<file path="src/rtl/lgs_pkg.sv">
// shared types and constants for the life generation step core
package lgs_pkg;

   localparam int MAX_COLS  = 64;
   localparam int MAX_ROWS  = 64;
   localparam int ROW_W     = 64;
   localparam int ROW_LIM   = (MAX_ROWS < 64) ? MAX_ROWS : 64;
   localparam int CSR_W     = 7;
   localparam int RNUM_W    = 6;
   localparam int Q_DEPTH   = 4;
   localparam int Q_AW      = 2;
   localparam int Q_CW      = 3;
   localparam int RSP_TD_W  = 72;

   localparam logic CSR_ROWS_IDX = 1'b0;
   localparam logic CSR_COLS_IDX = 1'b1;

   // masked cell bits that a cell hands to both neighbors
   typedef struct packed {
      logic up;
      logic mid;
      logic cur;
   } lgs_nbr_type;

   // one queued response
   typedef struct packed {
      logic              final_row;
      logic [RNUM_W-1:0] row_number;
      logic [ROW_W-1:0]  next_cells;
   } lgs_rsp_type;

endpackage

</file>
<file path="src/rtl/lgs_cell.sv">
// one grid column: keeps two row bits and applies the b3/s23 rule
module lgs_cell import lgs_pkg::*; (
   input  logic        clock,
   input  logic        reset,
   input  logic        load,
   input  logic        clear,
   input  logic        mask,
   input  logic        cur_bit,
   input  lgs_nbr_type left,
   input  lgs_nbr_type right,
   output lgs_nbr_type own,
   output logic        next_upper,
   output logic        next_final
);

   logic       up_ff, up_in;
   logic       mid_ff, mid_in;
   logic [3:0] cnt_a, cnt_b;

   always_comb begin
      own.up  = up_ff & mask;
      own.mid = mid_ff & mask;
      own.cur = cur_bit & mask;
   end

   // row above the current one, centered on middle, and the last row with nothing below it
   always_comb begin
      cnt_a = 4'(left.up) + 4'(own.up) + 4'(right.up)
            + 4'(left.mid) + 4'(right.mid)
            + 4'(left.cur) + 4'(own.cur) + 4'(right.cur);
      cnt_b = 4'(left.mid) + 4'(own.mid) + 4'(right.mid)
            + 4'(left.cur) + 4'(right.cur);
      next_upper = mask & ((cnt_a == 4'd3) || ((cnt_a == 4'd2) && own.mid));
      next_final = mask & ((cnt_b == 4'd3) || ((cnt_b == 4'd2) && own.cur));
   end

   always_comb begin
      up_in  = up_ff;
      mid_in = mid_ff;
      if (load) begin
         if (clear) begin
            up_in  = 1'b0;
            mid_in = 1'b0;
         end else begin
            up_in  = own.mid;
            mid_in = own.cur;
         end
      end
   end

   always_ff @(posedge clock) begin
      if (reset) begin
         up_ff  <= 1'b0;
         mid_ff <= 1'b0;
      end else begin
         up_ff  <= up_in;
         mid_ff <= mid_in;
      end
   end

endmodule

</file>
<file path="src/rtl/lgs_rsp_queue.sv">
// small response queue taking up to two entries and giving one per cycle while popped
module lgs_rsp_queue import lgs_pkg::*; (
   input  logic        clock,
   input  logic        reset,
   input  logic        push_a,
   input  lgs_rsp_type data_a,
   input  logic        push_b,
   input  lgs_rsp_type data_b,
   input  logic        pop,
   output lgs_rsp_type out_data,
   output logic        out_valid,
   output logic        room_for_two
);

   lgs_rsp_type          q_ff [Q_DEPTH];
   logic [Q_AW-1:0]      wr_ff, wr_in;
   logic [Q_AW-1:0]      rd_ff, rd_in;
   logic [Q_CW-1:0]      cnt_ff, cnt_in;
   logic                 do_pop;

   assign out_valid    = (cnt_ff != '0);
   assign out_data     = q_ff[rd_ff];
   assign room_for_two = (cnt_ff <= Q_CW'(Q_DEPTH - 2));
   assign do_pop       = pop & out_valid;

   always_comb begin
      wr_in  = wr_ff + Q_AW'(push_a) + Q_AW'(push_b);
      rd_in  = rd_ff + Q_AW'(do_pop);
      cnt_in = cnt_ff + Q_CW'(push_a) + Q_CW'(push_b) - Q_CW'(do_pop);
   end

   always_ff @(posedge clock) begin
      if (reset) begin
         wr_ff  <= '0;
         rd_ff  <= '0;
         cnt_ff <= '0;
      end else begin
         wr_ff  <= wr_in;
         rd_ff  <= rd_in;
         cnt_ff <= cnt_in;
      end
   end

   // first entry goes to the write pointer, a second one right behind it
   always_ff @(posedge clock) begin
      if (push_a) begin
         q_ff[wr_ff] <= data_a;
         if (push_b) begin
            q_ff[wr_ff + Q_AW'(1)] <= data_b;
         end
      end else if (push_b) begin
         q_ff[wr_ff] <= data_b;
      end
   end

   a_cnt_bound: assert property (@(posedge clock) disable iff (reset)
      cnt_ff <= Q_CW'(Q_DEPTH))
      else $error("response queue count beyond depth");

   a_cnt_track: assert property (@(posedge clock) disable iff (reset)
      (push_a && push_b && !do_pop) |=> cnt_ff == $past(cnt_ff) + Q_CW'(2))
      else $error("double push not counted");

endmodule

</file>
<file path="src/rtl/life_generation_step_core.sv">
// top level: streaming life generation step over a row of column cells
//
//  channel | ports                              | carries
//  --------+------------------------------------+---------------------------------
//  request | req_tvalid req_tready req_tdata    | one grid row, bit c = column c
//  response| rsp_tvalid rsp_tready rsp_tdata   | next-generation row and row index,
//          | rsp_tlast                          | tlast marks the last row
//  csr     | csr_valid csr_ready csr_index      | rows_in_use (0), cols_in_use (1)
//          | csr_data                           |
//
// one request per cycle while the queue has room; each column cell applies the rule in the same cycle
// and the results go into a four-entry response queue
// the last row of a generation yields two responses, unless it is also the first row
// req_tready is high while the queue has room for two entries
// a stalled response side fills the queue and then holds off requests
// synchronous active-high reset clears the row bits, the row count and the queue
module life_generation_step_core import lgs_pkg::*; (
   input  logic                clock,
   input  logic                reset,
   // request: [63:0] row_cells
   input  logic                req_tvalid,
   output logic                req_tready,
   input  logic [ROW_W-1:0]    req_tdata,
   // response: [63:0] next_cells, [69:64] row_number, [71:70] zero
   output logic                rsp_tvalid,
   input  logic                rsp_tready,
   output logic [RSP_TD_W-1:0] rsp_tdata,
   output logic                rsp_tlast,
   // csr writes
   input  logic                csr_valid,
   output logic                csr_ready,
   input  logic                csr_index,
   input  logic [CSR_W-1:0]    csr_data
);

   logic [CSR_W-1:0]  rows_cfg_ff, rows_cfg_in;
   logic [CSR_W-1:0]  cols_cfg_ff, cols_cfg_in;
   logic [RNUM_W-1:0] rows_seen_ff, rows_seen_in;

   logic [CSR_W-1:0]  rows_eff, cols_eff;
   logic [ROW_W-1:0]  col_mask;
   logic              req_acc;
   logic              last_row;
   logic              have_upper;

   lgs_nbr_type       nbr [ROW_W];
   logic [ROW_W-1:0]  next_upper, next_final;
   lgs_rsp_type       rsp_a, rsp_b, rsp_head;

   assign csr_ready = 1'b1;
   assign req_acc   = req_tvalid & req_tready;

   // csr register writes
   always_comb begin
      rows_cfg_in = rows_cfg_ff;
      cols_cfg_in = cols_cfg_ff;
      if (csr_valid && csr_ready) begin
         case (csr_index)
            CSR_ROWS_IDX: rows_cfg_in = csr_data;
            CSR_COLS_IDX: cols_cfg_in = csr_data;
            default: ;
         endcase
      end
   end

   // zero acts as one, too large acts as the limit
   always_comb begin
      rows_eff = rows_cfg_ff;
      if (rows_eff == '0) rows_eff = CSR_W'(1);
      if (rows_eff > CSR_W'(ROW_LIM)) rows_eff = CSR_W'(ROW_LIM);
      cols_eff = cols_cfg_ff;
      if (cols_eff == '0) cols_eff = CSR_W'(1);
      if (cols_eff > CSR_W'(MAX_COLS)) cols_eff = CSR_W'(MAX_COLS);
   end

   always_comb begin
      for (int i = 0; i < ROW_W; i++) begin
         col_mask[i] = (CSR_W'(i) < cols_eff);
      end
   end

   // row count also covers a row count shrunk below rows already seen
   assign have_upper = (rows_seen_ff != '0);
   assign last_row   = ({1'b0, rows_seen_ff} + CSR_W'(1)) >= rows_eff;

   always_comb begin
      rows_seen_in = rows_seen_ff;
      if (req_acc) begin
         if (last_row) rows_seen_in = '0;
         else          rows_seen_in = rows_seen_ff + RNUM_W'(1);
      end
   end

   always_ff @(posedge clock) begin
      if (reset) begin
         rows_cfg_ff  <= CSR_W'(64);
         cols_cfg_ff  <= CSR_W'(64);
         rows_seen_ff <= '0;
      end else begin
         rows_cfg_ff  <= rows_cfg_in;
         cols_cfg_ff  <= cols_cfg_in;
         rows_seen_ff <= rows_seen_in;
      end
   end

   // one cell per column, outside columns read as dead
   for (genvar g = 0; g < ROW_W; g++) begin : g_col
      lgs_nbr_type left_n, right_n;
      if (g == 0) begin : g_l0
         assign left_n = '0;
      end else begin : g_ln
         assign left_n = nbr[g-1];
      end
      if (g == ROW_W - 1) begin : g_r0
         assign right_n = '0;
      end else begin : g_rn
         assign right_n = nbr[g+1];
      end
      lgs_cell u_cell (
         .clock      (clock),
         .reset      (reset),
         .load       (req_acc),
         .clear      (last_row),
         .mask       (col_mask[g]),
         .cur_bit    (req_tdata[g]),
         .left       (left_n),
         .right      (right_n),
         .own        (nbr[g]),
         .next_upper (next_upper[g]),
         .next_final (next_final[g])
      );
   end

   // first response: row above, second: the last row itself
   always_comb begin
      rsp_a.final_row  = 1'b0;
      rsp_a.row_number = rows_seen_ff - RNUM_W'(1);
      rsp_a.next_cells = next_upper;
      rsp_b.final_row  = 1'b1;
      rsp_b.row_number = rows_seen_ff;
      rsp_b.next_cells = next_final;
   end

   lgs_rsp_queue u_queue (
      .clock        (clock),
      .reset        (reset),
      .push_a       (req_acc & have_upper),
      .data_a       (rsp_a),
      .push_b       (req_acc & last_row),
      .data_b       (rsp_b),
      .pop          (rsp_tready),
      .out_data     (rsp_head),
      .out_valid    (rsp_tvalid),
      .room_for_two (req_tready)
   );

   assign rsp_tdata = {(RSP_TD_W - ROW_W - RNUM_W)'(0), rsp_head.row_number,
                       rsp_head.next_cells};
   assign rsp_tlast = rsp_head.final_row;

   a_final_clears: assert property (@(posedge clock) disable iff (reset)
      (req_acc && last_row) |=> rows_seen_ff == '0)
      else $error("row count not cleared after last row");

   a_row_advance: assert property (@(posedge clock) disable iff (reset)
      (req_acc && !last_row) |=> rows_seen_ff == $past(rows_seen_ff) + RNUM_W'(1))
      else $error("row count did not advance");

endmodule

</file>
<file path="config.mk">
export PLATFORM = sky130hd
export DESIGN_NAME = life_generation_step_core
export DESIGN_NICKNAME = d
export VERILOG_FILES = /design/src/rtl/lgs_pkg.sv /design/src/rtl/lgs_cell.sv /design/src/rtl/lgs_rsp_queue.sv /design/src/rtl/life_generation_step_core.sv
export SDC_FILE = /design/constraint.sdc
export NUM_CORES = 2
export LEC_CHECK = 0
export ABC_AREA = 1
export BUFFER_PORTS_ARGS = -buffer_cell sky130_fd_sc_hd__buf_2
export CORE_ASPECT_RATIO = 0.75
export CORE_MARGIN = 4
export CORE_UTILIZATION = 45
export CTS_BUF_LIST = sky130_fd_sc_hd__clkbuf_16
export DETAILED_ROUTE_END_ITERATION = 10
export MAX_ROUTING_LAYER = met4
export PLACE_DENSITY = 0.66
export SETUP_SLACK_MARGIN = 0.2
export SYNTH_ARGS = -nofsm -noshare
export SYNTH_HDL_FRONTEND = slang
export SYNTH_HIERARCHICAL = 1
export SYNTH_SLANG_ARGS = --single-unit
</file>
<file path="constraint.sdc">
create_clock -name clock -period 6 [get_ports clock]
set_clock_uncertainty 0.1 [all_clocks]
set_input_delay 0.3 -clock clock [delete_from_list [all_inputs] [get_ports clock]]
set_output_delay 0.3 -clock clock [all_outputs]
set_load 0.05 [all_outputs]
</file>
==> impl_summary.txt <==
----------------------------------------------------
[GRT]
  Global-route wire length before repair ... 198,000 microns
  Initial antenna violation count ... 6
  Total GRT Usage ... 26.0%
  Pin count of the biggest net entering global routing ... 101
  Residual overflow from global routing ... 0
  Vias in the first global route ... 35,200

[STA]
  Hold slack ... 0.107 ns
  PnR worst setup slack ... 0.474 ns
  Final setup viols ... 0
  Portion of the clock cycle consumed by the worst path in the final layout ... 92.1%
  Worst slew margin ... 19.0%
  Final sum of negative setup slack ... 0 ns
  Final count of hold timing violations ... 0
  Slew at the pin closest to its max-slew limit ... 1.22 ns
  Peak clock frequency supported by timing ... 0.181 GHz
  Clock period minus final worst setup slack ... 5.53 ns
  Number of max-slew violations in the final report ... 0
  RSZ-0062 raised after global routing ... yes

[Die]
  Floorplan core area ... 92,100 sq um
  Horizontal extent of the die ... 361 microns
  Die Y ... 273 microns
  Cell Rows ... 96
  Die Area ... 98,600 sq um
  Effective utilization at floorplan ... 45.7%
  Total I/O pin count ... 153

[Placed design]
  Worst slack, placed ... 0.425 ns
  Final GP Congestion ... 0.919
  Quantity of I/O buffers inserted on ports ... 149
  Half-perimeter wire length of the detailed placement result ... 87,400 microns

[Synthesis]
  Area share of the largest cell type after synthesis ... 20.2%
  Area fraction in and, or, nand and nor cells after synthesis ... 24.5%
  Adder-cell share of the synthesized area ... 26.4%
  Post-synthesis average cell area ... 7.49 sq um
  Most used standard cell by instance count after synthesis ... sky130_fd_sc_hd__inv_1
  Cell accounting for the most synthesized area ... sky130_fd_sc_hd__edfxtp_1
  XOR/XNOR share of the synthesized area ... 0.187%
  Async set-reset flop share out of synthesis ... 0%
  Commonest register cell after synthesis ... sky130_fd_sc_hd__edfxtp_1
  Main combinational cell family by area after synthesis ... adder cells
  Area fraction in compound gates after synthesis ... 6.51%
  Number of distinct library cells after synthesis ... 31
  Number of flops mapped to enable cells by yosys ... 284
  Summed instance area of the synthesized netlist ... 42,100 sq um
  Seq cells post-synth ... 439
  Multiplexer area fraction after synthesis ... 0%
  Most frequent cells after synthesis ... 1,486 x sky130_fd_sc_hd__inv_1, 1,293 x sky130_fd_sc_hd__nand2_1, 577 x sky130_fd_sc_hd__nand3_1
  Top cells by area in the synthesized netlist ... sky130_fd_sc_hd__edfxtp_1 20%, sky130_fd_sc_hd__fa_1 18%, sky130_fd_sc_hd__inv_1 13%
  Synthesized instance count ... 5,621
  Share of the yosys chip area belonging to registers ... 27.6%
  Number of warning messages in the yosys log ... 6

[CTS]
  Number of buffers added by the clock tree synthesis step ... 52
  Clock tree from TritonCTS ... built
  H-tree depth ... 2
  Source-to-sink clock delay at the later pin of the worst-skew pair ... 0.63 ns
  Clock slew at reported path FFs ... 0.06 ns
  CTS sink cnt ... 439
  Clk Tree Root Cell ... sky130_fd_sc_hd__clkbuf_16
  Max clock buf depth ... 3

[Critical path]
  First element of the critical path ... cols_cfg_ff[3]
  Arrival @ worst endpoint ... 5.92 ns
  Endpoint required time on the critical path ... 6.40 ns
  Worst Setup Start Kind ... flop
  Startpoint-to-endpoint class of the critical path ... reg2reg
  Worst-path fanout max ... 7
  Crit. End Element ... flop
  Startpoint of the most critical register-to-register path ... cols_cfg_ff[3]

[Power]
  Sw frac ... 48.6%
  Net switching power ... 8.25 mW
  Pwr/cell area ... 360 nW/um^2
  Internal portion of total power ... 8.73 mW
  Portion of total power attributed to combinational logic ... 55.7%
  Flop pwr share ... 24.7%
  Leakage Power ... 24.0 nW
  Max IR drop VDD ... 0.253 mV
  Portion of total power attributed to the clock network ... 19.6%

[Run status]
  Outcome ... completed

[Job]
  Max capacitance violation total ... 0

[Drt]
  Routed vias ... 36,700
  Number of design rule violations left after detail routing ... 0
  WL/cell ... 17.6 microns
  Number of iterations in the first detailed-routing pass ... 6
  Total Wirelength ... 125,000 microns
  Number of routed nets with antenna violations ... 0
  Starting DRC count in detailed routing ... 3,542
  Via density per instance ... 5.17

[Hold path]
  Path type of the worst min-delay path ... in2reg
  Hold_sp ... csr_index

[Cells and area]
  Post-layout utilization of the core ... 51.1%
  Layout net count ... 6,567
  Area growth from synthesis to final layout ... 11.9%
  Share of cells above drive strength 1 ... 6.01%

----------------------------------------------------
-- critical path, cell delays in order, from the launching register on --
cell and delay, ns:
sky130_fd_sc_hd__dfxtp_1 0.63, sky130_fd_sc_hd__nor2_1 0.09, sky130_fd_sc_hd__nand3_1 0.10, sky130_fd_sc_hd__nand2_1 0.06
sky130_fd_sc_hd__nand2_2 0.26, sky130_fd_sc_hd__nand2_1 0.32, sky130_fd_sc_hd__nand2_4 0.32, sky130_fd_sc_hd__nand2_1 0.24
sky130_fd_sc_hd__nand2_1 0.19, sky130_fd_sc_hd__inv_1 0.07, sky130_fd_sc_hd__inv_1 0.13, sky130_fd_sc_hd__fa_1 0.42
sky130_fd_sc_hd__fa_1 0.48, sky130_fd_sc_hd__fa_1 0.49, sky130_fd_sc_hd__inv_1 0.04, sky130_fd_sc_hd__ha_1 0.20
sky130_fd_sc_hd__fa_1 0.48, sky130_fd_sc_hd__nand2_1 0.05, sky130_fd_sc_hd__nor2_1 0.12, sky130_fd_sc_hd__nand2_1 0.06
sky130_fd_sc_hd__nor2_1 0.13, sky130_fd_sc_hd__inv_1 0.06, sky130_fd_sc_hd__nand2_1 0.13, sky130_fd_sc_hd__nand3_1 0.10
sky130_fd_sc_hd__nand2_1 0.10
-- placed cells by master, fill, tap and decap left out, types with 4 or more instances in the layout --
cell type                       synthesis  layout
sky130_fd_sc_hd__clkinv_2               0       8
sky130_fd_sc_hd__edfxtp_1             284     284
sky130_fd_sc_hd__nand2_4                0      10
sky130_fd_sc_hd__clkbuf_16              0      53
sky130_fd_sc_hd__clkinv_1               0      10
sky130_fd_sc_hd__clkinvlp_4             0      11
sky130_fd_sc_hd__nand3b_1              66      66
sky130_fd_sc_hd__inv_2                  7       5
sky130_fd_sc_hd__nand4_1              131     131
sky130_fd_sc_hd__dlygate4sd3_1          0      75
sky130_fd_sc_hd__conb_1                 2      22
sky130_fd_sc_hd__dfxtp_1              155     153
sky130_fd_sc_hd__nand2_2                5       4
sky130_fd_sc_hd__a21oi_2                0       7
sky130_fd_sc_hd__fa_1                 387     387
sky130_fd_sc_hd__o21ai_0               34      34
sky130_fd_sc_hd__ha_1                 269     269
sky130_fd_sc_hd__nand2_1             1293    1284
sky130_fd_sc_hd__xor2_1                 6       6
sky130_fd_sc_hd__o211ai_1             144     144
sky130_fd_sc_hd__a21oi_1              284     277
sky130_fd_sc_hd__nor2_2                 6       4
sky130_fd_sc_hd__buf_2                 10     148
sky130_fd_sc_hd__nand3_1              577     576
sky130_fd_sc_hd__nor2_4                 3       6
sky130_fd_sc_hd__inv_1               1486    1491
sky130_fd_sc_hd__bufinv_16              0       7
sky130_fd_sc_hd__nor2_1               303     302
sky130_fd_sc_hd__buf_4                  3      75
-- state kept, by name (all words and copies together), names as in the netlist --
register             count
cols_cfg_ff              7
g_col.u_cell/mid_ff     64
u_queue/rd_ff            2
u_queue/wr_ff            2
u_queue/cnt_ff           3
u_queue/q_ff           284
g_col.u_cell/up_ff      64
rows_cfg_ff              7
rows_seen_ff             6
-- layout make-up --
cell class / count / area (sq um)
fillers: 8777 / 45000
inverters: 1493 / 5620
flip-flops and latches: 439 / 11600
well taps: 1225 / 1530
clock inverters: 43 / 402
multi-input cells: 3547 / 24500
diodes: 2 / 5.00
repair buffers: 301 / 2110
clock buffers: 53 / 1330
-- per-layer routing --
| layer | share of wire [%] | GRT usage [%] |
|---|---|---|
| met3 | 10 | 5.21 |
| met1 | 45 | 36.7 |
| met4 | 2.1 | 6.24 |
| met2 | 43 | 38.5 |
| met5 | 0 | - |
-- power groups by stage --
stage          Combinational (mW)  Sequential [mW]  Clock [mW]
6_report                     9.46             4.19        3.33
5_1_grt                      10.7             4.22        3.52
4_1_cts                      9.42             4.18        3.40
3_5_place_dp                 9.33             4.25           0
3_3_place_gp                 9.09             4.24           0
2_1_floorplan                6.95             4.13           0
-- metrics by stage --
step / cells / power (mW) / instance area (sq um)
3_3_place_gp: 6926 / 13.3 / 44500
2_1_floorplan: 5641 / 11.1 / 42200
4_1_cts: 7097 / 17.0 / 47000
5_1_grt: 7103 / 18.5 / 47100
3_5_place_dp: 6926 / 13.6 / 44500
6_report: 7103 / 17.0 / 47100
-- worst paths after layout --
| path | endpoint | slack [ns] | cells after the start |
|---|---|---|---|
| setup / recovery | u_queue/q_ff[2][5] | 0.47 | 24 |
| hold / removal | rows_cfg_ff[6] | 0.11 | 3 |
| setup reg to reg | u_queue/q_ff[2][5] | 0.47 | 24 |
| hold reg to reg | g_col[25].u_cell/up_ff | 0.37 | 2 |
-- what timing repair did --
action / 4_1_cts / 5_1_grt
hold buffers: 75 / 0
setup buffers: 0 / 4
setup endpoints to repair: 0 / 86
resized for setup: 0 / 15
hold endpoints to repair: 81 / 0
-- cells by family after synthesis --
family,after synthesis
simple gates,2387
buf+inv,1655
fa+ha+maj,656
compound gates,473
flops,439
xor+xnor,9
other cells,2
(Power assumes the default switching activity.)
